==> src/cassette_tape_block_decoder_core_defines.svh <==
// Assertion macros for the cassette tape block decoder.
// Included by the top-level RTL file, which carries the concurrent checks; no other dependencies.
`ifndef CASSETTE_TAPE_BLOCK_DECODER_CORE_DEFINES_SVH
`define CASSETTE_TAPE_BLOCK_DECODER_CORE_DEFINES_SVH

`ifndef SYNTH

// Same-cycle implication, checked on every rising edge outside reset.
`define CTBD_ASSERT_IMPLY(label, clk, rst_n, ante, cons) \
	label: assert property (@(posedge clk) disable iff (!rst_n) (ante) |-> (cons)) \
		else $error("same-cycle implication violated");

// Next-cycle implication, checked on every rising edge outside reset.
`define CTBD_ASSERT_NEXT(label, clk, rst_n, ante, cons) \
	label: assert property (@(posedge clk) disable iff (!rst_n) (ante) |=> (cons)) \
		else $error("next-cycle implication violated");

`else

`define CTBD_ASSERT_IMPLY(label, clk, rst_n, ante, cons)
`define CTBD_ASSERT_NEXT(label, clk, rst_n, ante, cons)

`endif

`endif

==> src/ctbd_pkg.sv <==
// Shared types and constants of the cassette tape block decoder.
// No dependencies; imported by the framer, the top level and the testbench.
`default_nettype none

package ctbd_pkg;

	// Register reset values and default framer leader length.
	localparam logic [7:0] LONG_THRESHOLD_RST = 8'd27;
	localparam logic [7:0] GLITCH_MIN_RST     = 8'd9;
	localparam logic       CHECK_ENABLE_RST   = 1'b1;
	localparam int         LEADER_MIN_DEF     = 8;

	// Configuration register indexes.
	localparam logic [1:0] CFG_LONG_THRESHOLD = 2'd0;
	localparam logic [1:0] CFG_GLITCH_MIN     = 2'd1;
	localparam logic [1:0] CFG_CHECK_ENABLE   = 2'd2;

	// Output byte kinds.
	localparam logic [1:0] KIND_TYPE   = 2'd0;
	localparam logic [1:0] KIND_LENGTH = 2'd1;
	localparam logic [1:0] KIND_DATA   = 2'd2;
	localparam logic [1:0] KIND_CHECK  = 2'd3;

	// Tape framing bytes.
	localparam logic [7:0] LEADER_BYTE = 8'h01;
	localparam logic [7:0] SYNC1_BYTE  = 8'h3C;
	localparam logic [7:0] SYNC2_BYTE  = 8'h5A;

	// One decoded bit from the run classifier.
	typedef struct packed {
		logic valid;
		logic value;
	} bit_ev_t;

	// One framer result request.
	typedef struct packed {
		logic       valid;
		logic [7:0] value;
		logic [1:0] kind;
		logic       last;
		logic       bad;
	} frame_res_t;

endpackage

`default_nettype wire

==> src/ctbd_framer.sv <==
// Byte assembler and block framer of the cassette tape block decoder.
// Depends on ctbd_pkg for the bit event and result types.
`default_nettype none

module ctbd_framer import ctbd_pkg::*; #(
	parameter int LEADER_MIN = LEADER_MIN_DEF
) (
	input  wire logic       clk,
	input  wire logic       arst_n,
	input  wire logic       en,
	input  wire bit_ev_t    bev,
	input  wire logic       check_enable,
	output frame_res_t      res
);

	typedef enum logic [7:0] {
		FS_HUNT   = 8'b0000_0001,
		FS_FIRST  = 8'b0000_0010,
		FS_LEADER = 8'b0000_0100,
		FS_SYNC2  = 8'b0000_1000,
		FS_TYPE   = 8'b0001_0000,
		FS_LENGTH = 8'b0010_0000,
		FS_DATA   = 8'b0100_0000,
		FS_CHECK  = 8'b1000_0000
	} frame_state_t;

	localparam logic [3:0] LEADER_LIM = 4'(LEADER_MIN);

	frame_state_t state_q, state_n;
	logic [7:0]   shift_q, shift_n;
	logic [2:0]   cnt_q, cnt_n;
	logic [3:0]   lead_q, lead_n;
	logic [7:0]   left_q, left_n;
	logic [7:0]   sum_q, sum_n;
	logic [7:0]   left_dec;
	logic [7:0]   len_minus2;
	logic [7:0]   sum_add;

	assign left_dec   = left_q - 8'd1;
	assign len_minus2 = shift_n - 8'd2;
	assign sum_add    = sum_q + shift_n;

	// Bit packing and per-byte framing decisions.
	always_comb begin
		state_n = state_q;
		shift_n = shift_q;
		cnt_n   = cnt_q;
		lead_n  = lead_q;
		left_n  = left_q;
		sum_n   = sum_q;
		res     = '0;
		if (bev.valid) begin
			if (state_q == FS_HUNT) begin
				if (bev.value) begin
					state_n = FS_FIRST;
					cnt_n   = 3'd0;
					shift_n = 8'd0;
				end
			end else begin
				shift_n = {shift_q[6:0], bev.value};
				cnt_n   = cnt_q + 3'd1;
				if (cnt_q == 3'd7) begin
					res.value = shift_n;
					unique case (state_q)
						FS_FIRST: begin
							if (shift_n == LEADER_BYTE) begin
								lead_n  = 4'd1;
								state_n = FS_LEADER;
							end else begin
								state_n = FS_HUNT;
							end
						end
						FS_LEADER: begin
							if (shift_n == LEADER_BYTE) begin
								if (lead_q != 4'hF) lead_n = lead_q + 4'd1;
							end else if (lead_q > LEADER_LIM && shift_n == SYNC1_BYTE) begin
								state_n = FS_SYNC2;
							end else begin
								state_n = FS_HUNT;
							end
						end
						FS_SYNC2: begin
							state_n = (shift_n == SYNC2_BYTE) ? FS_TYPE : FS_HUNT;
						end
						FS_TYPE: begin
							sum_n     = 8'd0;
							state_n   = FS_LENGTH;
							res.valid = 1'b1;
							res.kind  = KIND_TYPE;
						end
						FS_LENGTH: begin
							left_n    = len_minus2;
							state_n   = (len_minus2 == 8'd0) ? FS_CHECK : FS_DATA;
							res.valid = 1'b1;
							res.kind  = KIND_LENGTH;
						end
						FS_DATA: begin
							sum_n     = sum_add;
							left_n    = left_dec;
							if (left_dec == 8'd0) state_n = FS_CHECK;
							res.valid = 1'b1;
							res.kind  = KIND_DATA;
						end
						FS_CHECK: begin
							state_n   = FS_HUNT;
							res.valid = 1'b1;
							res.kind  = KIND_CHECK;
							res.last  = 1'b1;
							res.bad   = check_enable && (sum_add != 8'd0);
						end
						default: begin
							state_n = FS_HUNT;
						end
					endcase
				end
			end
		end
	end

	// Framer state advances only when the pipeline stage advances.
	always_ff @(posedge clk or negedge arst_n) begin
		if (!arst_n) begin
			state_q <= FS_HUNT;
			shift_q <= 8'd0;
			cnt_q   <= 3'd0;
			lead_q  <= 4'd0;
			left_q  <= 8'd0;
			sum_q   <= 8'd0;
		end else if (en) begin
			state_q <= state_n;
			shift_q <= shift_n;
			cnt_q   <= cnt_n;
			lead_q  <= lead_n;
			left_q  <= left_n;
			sum_q   <= sum_n;
		end
	end

endmodule

`default_nettype wire

==> src/cassette_tape_block_decoder_core.sv <==
// Top level of the cassette tape block decoder: input stage, run classifier,
// output register. Depends on ctbd_pkg, ctbd_framer and the assertion macros.
//
// Usage:
//   The input channel (in_valid, in_stall, sample) takes one 8-bit audio
//   sample per request; a sample above 127 is a high level. The output channel
//   (out_valid, out_stall, byte_value, byte_kind, block_end, checksum_bad)
//   carries one decoded block byte per request; most samples give none.
//   Configuration is written through cfg_we, cfg_index and cfg_data while the
//   block is idle; index 0 is the long run threshold, 1 the glitch minimum,
//   2 the checksum enable.
//   An accepted sample is held in the input stage; its byte, if any, is loaded
//   into the output register when that stage advances.
//   Throughput: one sample per cycle unless out_stall holds the output, set by
//   the single registered stage that updates the run counter and framer state.
//   Reset clears the level tracker, run counter, framer and registers to
//   their defaults; no request is pending afterwards.
//   While the output is held by out_stall, the sample in the input stage
//   waits and in_stall rises; an empty input stage still takes a sample.
`default_nettype none
`include "cassette_tape_block_decoder_core_defines.svh"

module cassette_tape_block_decoder_core import ctbd_pkg::*; #(
	parameter int LEADER_MIN = LEADER_MIN_DEF
) (
	input  wire logic       clk,
	input  wire logic       arst_n,
	input  wire logic       cfg_we,
	input  wire logic [1:0] cfg_index,
	input  wire logic [7:0] cfg_data,
	input  wire logic       in_valid,
	output logic            in_stall,
	input  wire logic [7:0] sample,
	output logic            out_valid,
	input  wire logic       out_stall,
	output logic [7:0]      byte_value,
	output logic [1:0]      byte_kind,
	output logic            block_end,
	output logic            checksum_bad
);

	logic       long_thr_q;
	logic [7:0] long_threshold_q;
	logic [7:0] glitch_min_q;
	logic       check_enable_q;
	logic       s1_valid_q;
	logic       s1_level_q;
	logic       level_q;
	logic [7:0] run_q;
	logic       half_q;
	logic       adv;
	logic       same;
	logic       kept;
	logic       half_n;
	bit_ev_t    bev;
	frame_res_t res;

	assign long_thr_q = run_q > long_threshold_q;

	// Configuration registers.
	always_ff @(posedge clk or negedge arst_n) begin
		if (!arst_n) begin
			long_threshold_q <= LONG_THRESHOLD_RST;
			glitch_min_q     <= GLITCH_MIN_RST;
			check_enable_q   <= CHECK_ENABLE_RST;
		end else if (cfg_we) begin
			unique case (cfg_index)
				CFG_LONG_THRESHOLD: long_threshold_q <= cfg_data;
				CFG_GLITCH_MIN:     glitch_min_q     <= cfg_data;
				CFG_CHECK_ENABLE:   check_enable_q   <= cfg_data[0];
				default: ;
			endcase
		end
	end

	// The stage advances when the output register is empty or being drained.
	assign adv      = s1_valid_q && (!out_valid || !out_stall);
	assign in_stall = s1_valid_q && out_valid && out_stall;

	// Input stage keeps only the level of the sample.
	always_ff @(posedge clk or negedge arst_n) begin
		if (!arst_n) begin
			s1_valid_q <= 1'b0;
		end else if (in_valid && !in_stall) begin
			s1_valid_q <= 1'b1;
		end else if (adv) begin
			s1_valid_q <= 1'b0;
		end
	end

	always_ff @(posedge clk) begin
		if (in_valid && !in_stall) s1_level_q <= sample[7];
	end

	// Run classification: a level change ends the run that was counting.
	assign same = (s1_level_q == level_q);
	assign kept = !same && (run_q != 8'd0) && (run_q >= glitch_min_q);

	always_comb begin
		bev    = '0;
		half_n = half_q;
		if (kept) begin
			if (half_q) begin
				half_n    = 1'b0;
				bev.valid = 1'b1;
				bev.value = 1'b1;
			end else if (long_thr_q) begin
				bev.valid = 1'b1;
				bev.value = 1'b0;
			end else begin
				half_n = 1'b1;
			end
		end
	end

	always_ff @(posedge clk or negedge arst_n) begin
		if (!arst_n) begin
			level_q <= 1'b0;
			run_q   <= 8'd0;
			half_q  <= 1'b0;
		end else if (adv) begin
			half_q <= half_n;
			if (same) begin
				if (run_q != 8'hFF) run_q <= run_q + 8'd1;
			end else begin
				level_q <= s1_level_q;
				run_q   <= 8'd1;
			end
		end
	end

	ctbd_framer #(
		.LEADER_MIN(LEADER_MIN)
	) u_framer (
		.clk         (clk),
		.arst_n      (arst_n),
		.en          (adv),
		.bev         (bev),
		.check_enable(check_enable_q),
		.res         (res)
	);

	// Output register.
	always_ff @(posedge clk or negedge arst_n) begin
		if (!arst_n) begin
			out_valid <= 1'b0;
		end else if (adv) begin
			out_valid <= res.valid;
		end else if (!out_stall) begin
			out_valid <= 1'b0;
		end
	end

	always_ff @(posedge clk) begin
		if (adv && res.valid) begin
			byte_value   <= res.value;
			byte_kind    <= res.kind;
			block_end    <= res.last;
			checksum_bad <= res.bad;
		end
	end

	// Checks on the stage and result logic.
	`CTBD_ASSERT_IMPLY(a_bad_only_on_end, clk, arst_n, out_valid && checksum_bad, block_end)
	`CTBD_ASSERT_IMPLY(a_end_is_check, clk, arst_n, out_valid, block_end == (byte_kind == KIND_CHECK))
	`CTBD_ASSERT_NEXT(a_result_needs_item, clk, arst_n, !s1_valid_q && !out_valid, !out_valid)
	`CTBD_ASSERT_IMPLY(a_stall_when_full, clk, arst_n, in_stall, s1_valid_q && out_valid)

endmodule

`default_nettype wire

==> config.mk <==
export PLATFORM = sky130hd
export DESIGN_NAME = cassette_tape_block_decoder_core
export DESIGN_NICKNAME = d
export VERILOG_FILES = /design/src/ctbd_pkg.sv /design/src/ctbd_framer.sv /design/src/cassette_tape_block_decoder_core.sv
export VERILOG_INCLUDE_DIRS = /design/src /design/src/src
export SDC_FILE = /design/constraint.sdc
export NUM_CORES = 1
export LEC_CHECK = 0
export BUFFER_PORTS_ARGS = -buffer_cell sky130_fd_sc_hd__clkbuf_2
export CAP_MARGIN = 20
export CORE_MARGIN = 3
export CORE_UTILIZATION = 40
export DETAILED_ROUTE_END_ITERATION = 12
export PLACE_DENSITY = 0.69
export SYNTH_ARGS = -nofsm -noshare
export SYNTH_HDL_FRONTEND = slang
export SYNTH_SLANG_ARGS = --single-unit
==> constraint.sdc <==
create_clock -name clk -period 4.18 [get_ports clk]
set_input_delay 0.836 -clock clk [delete_from_list [all_inputs] [get_ports clk]]
set_output_delay 0.836 -clock clk [all_outputs]
set_load 0.03 [all_outputs]
# Yosys cells after proc, flatten, opt, wreduce, memory -nomap -nowiden
# Index checks and enable logic that the tools add are counted.
# word_totals
ff_bits	81
out_inout_bits	14
in_bits	23
wordCells	134
# classes
reduce_logical	38
order_cmp	3
n_addsub	6
n_bitwise	5
muxes	38
n_eq_ne	25
# op_table
op	count
8-bit two-way mux	11
8-bit case mux with 6 select lines	1
13-bit two-way mux	3
8-bit case mux with 2 select lines	2
8-bit by 1-bit == test with 1-bit output, second input constant	2
8-bit by 6-bit == test with 1-bit output, second input constant	2
8-bit by 7-bit == test with 1-bit output, second input constant	2
8-bit zero test	2
4-bit two-way mux	4
8-bit nonzero test	2
2-bit by 1-bit != test with 1-bit output, second input constant	6
2-bit AND reduction	6
5-bit AND reduction	2
2-bit nonzero test	5
1-bit logical AND	9
3-bit two-way mux	3
8-bit by 1-bit adder with 8-bit output, second input constant	1
8-bit adder	1
8-bit by 2-bit == test with 1-bit output, second input constant	1
8-bit by 3-bit == test with 1-bit output, second input constant	1
8-bit by 4-bit == test with 1-bit output, second input constant	1
8-bit by 5-bit == test with 1-bit output, second input constant	1
8-bit == test, second input constant	1
8-bit greater-or-equal comparator	1
28 further kinds	45

# Longest topological paths before layout
# depth
word_depth	16
mapped_depth	20
ltp_nobuf	19

# Cells and area by module
# Synthesis repeated with hierarchy kept, for this count alone.
# unflattened
hier_cells	520
area_unflattened_um2	5061.1
# by_module_without_submodules
module	cells_per_inst	area_per_inst_um2	seq_area_each_um2	instances
ctbd_framer	342	2985.4	977.2	1
cassette_tape_block_decoder_core	178	2075.7	1124.8	1

# Worst setup path before layout
# Ideal clock, no wire load.
# synth_path
kind	register to register
from	register glitch_min_q[0]
to	register checksum_bad (data pin)
t_required_ns	3.915
setup_ns	0.265
period_less_slack_ns	4.373
setup_slack_ns	-0.193
arrival_time_ns	4.108
n_path_buf	2
stages_incl_launch_ff	18
cell_sequence	dfstp_2 ha_1 nand2b_1 a2111oi_0 nor4b_2 nor2_1 nor2_1 buf_2 clkbuf_1 a22oi_1 inv_1 ha_1 a21o_1 a21oi_1 xnor2_1 or4b_2 nor3_1 a31oi_1
# synth_via
elab_chain_cells	9
elab_cells_between_ends	11
classes_between	add/sub: 1; order compare: 1; mux: 4; bitwise: 1; reduce/logical: 4
# synth_lines
element	line	rtl
start, declared	cassette_tape_block_decoder_core.sv:44	logic [7:0] glitch_min_q;
start signal, assigned	cassette_tape_block_decoder_core.sv:69	CFG_GLITCH_MIN: glitch_min_q <= cfg_data;
8-bit greater-or-equal comparator (*)	cassette_tape_block_decoder_core.sv:97	assign kept = !same && (run_q != 8'd0) && (run_q >= glitch_min_q);
1-bit logical AND (*)	cassette_tape_block_decoder_core.sv:97	
2-bit two-way mux (*)	cassette_tape_block_decoder_core.sv:102	if (kept) begin
8-bit two-way mux	ctbd_framer.sv:54	if (bev.value) begin
8-bit two-way mux	ctbd_framer.sv:53	if (state_q == FS_HUNT) begin
8-bit two-way mux (*)	ctbd_framer.sv:52	if (bev.valid) begin
named net u_framer.shift_n[1]	ctbd_framer.sv:30	logic [7:0] shift_q, shift_n;
8-bit adder (*)	ctbd_framer.sv:41	assign sum_add = sum_q + shift_n;
8-bit nonzero test (*)	ctbd_framer.sv:109	res.bad = check_enable && (sum_add != 8'd0);
1-bit logical AND (*)	ctbd_framer.sv:109	
end signal, assigned	cassette_tape_block_decoder_core.sv:159	checksum_bad <= res.bad;
end, declared	cassette_tape_block_decoder_core.sv:39	output logic checksum_bad
# The timed path passes the listed nets; every way through them passes the cells marked *.
# A chain may end at the register's enable or synchronous reset.

# Final worst setup path
# layout_path
from	register long_threshold_q[1]
to	register checksum_bad (data pin)
# layout_via
elab_chain_cells	8
elab_cells_between_ends	10
classes_between	add/sub: 1; order compare: 1; mux: 4; bitwise: 1; reduce/logical: 3
# layout_lines
element	line	rtl
start, declared	cassette_tape_block_decoder_core.sv:43	logic [7:0] long_threshold_q;
start signal, assigned	cassette_tape_block_decoder_core.sv:68	CFG_LONG_THRESHOLD: long_threshold_q <= cfg_data;
8-bit greater-than comparator (*)	cassette_tape_block_decoder_core.sv:58	assign long_thr_q = run_q > long_threshold_q;
2-bit two-way mux (*)	cassette_tape_block_decoder_core.sv:107	end else if (long_thr_q) begin
2-bit two-way mux (*)	cassette_tape_block_decoder_core.sv:103	if (half_q) begin
2-bit two-way mux (*)	cassette_tape_block_decoder_core.sv:102	
8-bit two-way mux	ctbd_framer.sv:52	
8-bit adder	ctbd_framer.sv:41	
8-bit nonzero test	ctbd_framer.sv:109	
1-bit logical AND	ctbd_framer.sv:109	
# Every way passes the cells marked *; elsewhere a longest branch is shown, timed or not.

==> results.cfg <==
[run_status]
run_status = completed

[cts]
cts_max_level = 3
clk_latency_ps = 350
cts_sinks = 81
cts_buffers = 9
clock-root-buffer = clkbuf_16
cts_tree = done
hold_buffers = 0
cts.clk_slew.worst_paths_ps = 60
cts.path.max_buffers = 2

[placement]
portBuffers = 29
dpl_cell_area_um2 = 5330
hpwlAfterDp_um = 8360
pre_cts_slack_ps = 11.5
gp_congestion = 0.853

[timing]
relSlewSlack_pct = 36.3
rsz0062_at_grt = no
setup_viol = 0
fmax_mhz = 251
period_share_pct = 95.4
setup_ws_ps = 194
min_period_ps = 3990
timing_hold_violations_final = 0
setup_tns_ps = 0
tightest_slew_ps = 956
slew_violations = 0
finClkSkew_ps = 13.2

[finish]
final.fill_count = 1065
areaGrowthSynthToFinish_pct = 17.3
final_area_um2 = 5710
drive_gt1_share_pct = 21.2
antenna_cells = 0
fin_nets = 602

[yosys]
synth_seq_cells = 81
yosysTopAreaCell = dfrtp_1
synth_nets = 552
synth_cell_types = 66
yosys-top-cells-area = dfrtp_1 31%, ha_1 8.2%, edfxtp_1 8.0%
synth_common_cells = 60 x dfrtp_1, 38 x nand2_1, 33 x inv_1
yosysWarnings = 0
synth_edf_count = 13
yosysMostFrequentCell = dfrtp_1
synth_ff_type = dfrtp_1
netlist_area_um2 = 4870
yosysSeqAreaShare_pct = 43.2
syn_area_per_cell_um2 = 9.81
yosysTopAreaCellShare_pct = 30.9
synthArstFlopShare_pct = 84.0
syn_inst = 496

[route]
final_antenna_net_count = 0
routed_via_density = 5.67
drt-pass1-iter-count = 4
num_vias = 3935
wl_um = 11300
wl_per_cell_um = 16.3
drtIter0Drc = 319
drc = 0

[hold_path]
hold_depth = 2
hp-class = reg -> reg

[power_and_ir_drop]
p_sw_mw = 0.566
pwr_density_cell_nw_per_um2 = 367
ir_drop_v = 0.000171
p_int_mw = 1.53
p_sw_share_pct = 27.0
leakage_nw = 2.63
seqPwrFrac_pct = 43.9
clock_power_share_pct = 37.9
pwr-share-comb_pct = 18.2

[grt]
antenna_found_initial = 0
grt_pass1_wl_um = 18600
grt-ovfl-total = 0
grt_pass1_vias = 3852
grt_max_degree = 42
grt_util_all_layers_pct = 17.5

[worst_setup_path]
crit_fanout = 4
crit_required_ps = 4270
cp-end-kind = flop
worst-r2r-cell-count = 17
startpoint_type = flop
worstPathArrival_ps = 4070
critPathKind = reg -> reg

[run]
drv_cap = 0

[floorplanning]
rows = 39
die_w_um = 116
coreArea_um2 = 11700
dieHeight_um = 116
pin_count = 37
start_util_pct = 41.7
fp.dieArea_um2 = 13500
==> power by group through the flow <==
stage | clock network, mW | logic, mW | registers, mW
after global placement | 0 | 0.316 | 0.930
final | 0.794 | 0.382 | 0.920
after floorplan | 0 | 0.223 | 0.906
after global routing | 0.841 | 0.427 | 0.928
after CTS | 0.805 | 0.338 | 0.918
after detailed placement | 0 | 0.325 | 0.932
==> placed cells by master, fill, tap and decap left out, types with 6 or more instances in the layout <==
cell        n
dfrtp_1    60
nand2_1    38
inv_1      33
ha_1       32
nor2_1     29
o21ai_0    29
clkbuf_2   28
buf_4      28
a21oi_1    19
nor3_1     17
a22o_1     15
xnor2_1    14
and3_1     13
nand3_1    13
mux2_2     13
edfxtp_1   13
nand2b_1    9
clkbuf_16   9
dfstp_2     8
and2_1      7
a21o_1      7
xor2_1      7
nor4_1      6
==> metrics by stage <==
step           utilization, %  hold WS [ps]  std cells  power, mW
2_1_floorplan               -           456        496       1.13
5_1_grt                  48.9           529        694       2.20
4_1_cts                  48.3           509        692       2.06
6_report                 48.9           506        694       2.10
3_3_place_gp             45.7           469        676       1.25
3_5_place_dp             45.7           494        676       1.26
==> worst max-delay path, stage by stage, from the launching register on <==
cell and delay (ps):
dfstp_2 520, inv_1 50, ha_1 290, nor2b_1 130, o211ai_1 310, buf_4 170
and3b_1 150, o21bai_1 70, buf_4 160, nand2_4 80, a21o_2 150, ha_1 170
inv_1 60, fa_1 390, xnor2_1 160, or4b_2 630, nor3_2 130, a31oi_1 110
==> final timing paths <==
check,from,end,slack [ps]
min,u_framer.sum_q[6],u_framer.sum_q[6],510
max,long_threshold_q[1],checksum_bad,190
min reg2reg,u_framer.sum_q[6],u_framer.sum_q[6],510
max reg2reg,long_threshold_q[1],checksum_bad,190
min in group asynchronous,arst_n,run_q[0],640
max in group asynchronous,arst_n,check_enable_q,2560
==> cell type report <==
cell class | count | area (µm²) | area share (%)
timing repair buffer | 58 | 363 | 6.36
multi-input combinational | 363 | 2640 | 46.3
inverter | 33 | 124 | 2.17
sequential | 81 | 2100 | 36.8
tap | 143 | 179 | 3.14
clock inverter | 5 | 56.3 | 0.987
clock buffer | 11 | 243 | 4.25
==> routing by layer <==
metal  track usage [%]  up-vias  wire length [µm]  part of all wire [%]
li1                  -     1916                 -                     -
met1              23.7     1931              5370                    48
met2              28.3       71              5290                    47
met3              2.90       17               413                   3.7
met4              6.19        0               223                   2.0
met5                 0        -                 0                     0
==> state kept, by name, indices dropped and copies added (netlist names), 2 cells and up <==
register          cells
byte_value            8
glitch_min_q          8
long_threshold_q      8
run_q                 8
u_framer.left_q       8
u_framer.shift_q      8
u_framer.state_q      8
u_framer.sum_q        8
u_framer.lead_q       4
u_framer.cnt_q        3
byte_kind             2
==> cells by family after synthesis <==
kind of cell | count (synthesis) | share of synthesized area [%]
fa+ha+maj | 33 | 8.64
simple gates | 173 | 19.4
flops | 81 | 43.2
compound gates | 121 | 17.2
buf+inv | 52 | 4.24
xor+xnor | 22 | 4.11
mux | 14 | 3.21
==> what timing repair did <==
action / CTS / global route
setup buffers: 0 / 1
hold endpoints to repair: 0 / 0
setup endpoints to repair: 1 / 1
pin swaps: 0 / 1
gates resized for setup: 1 / 9
Note: power is estimated with default switching activity, not from simulation.
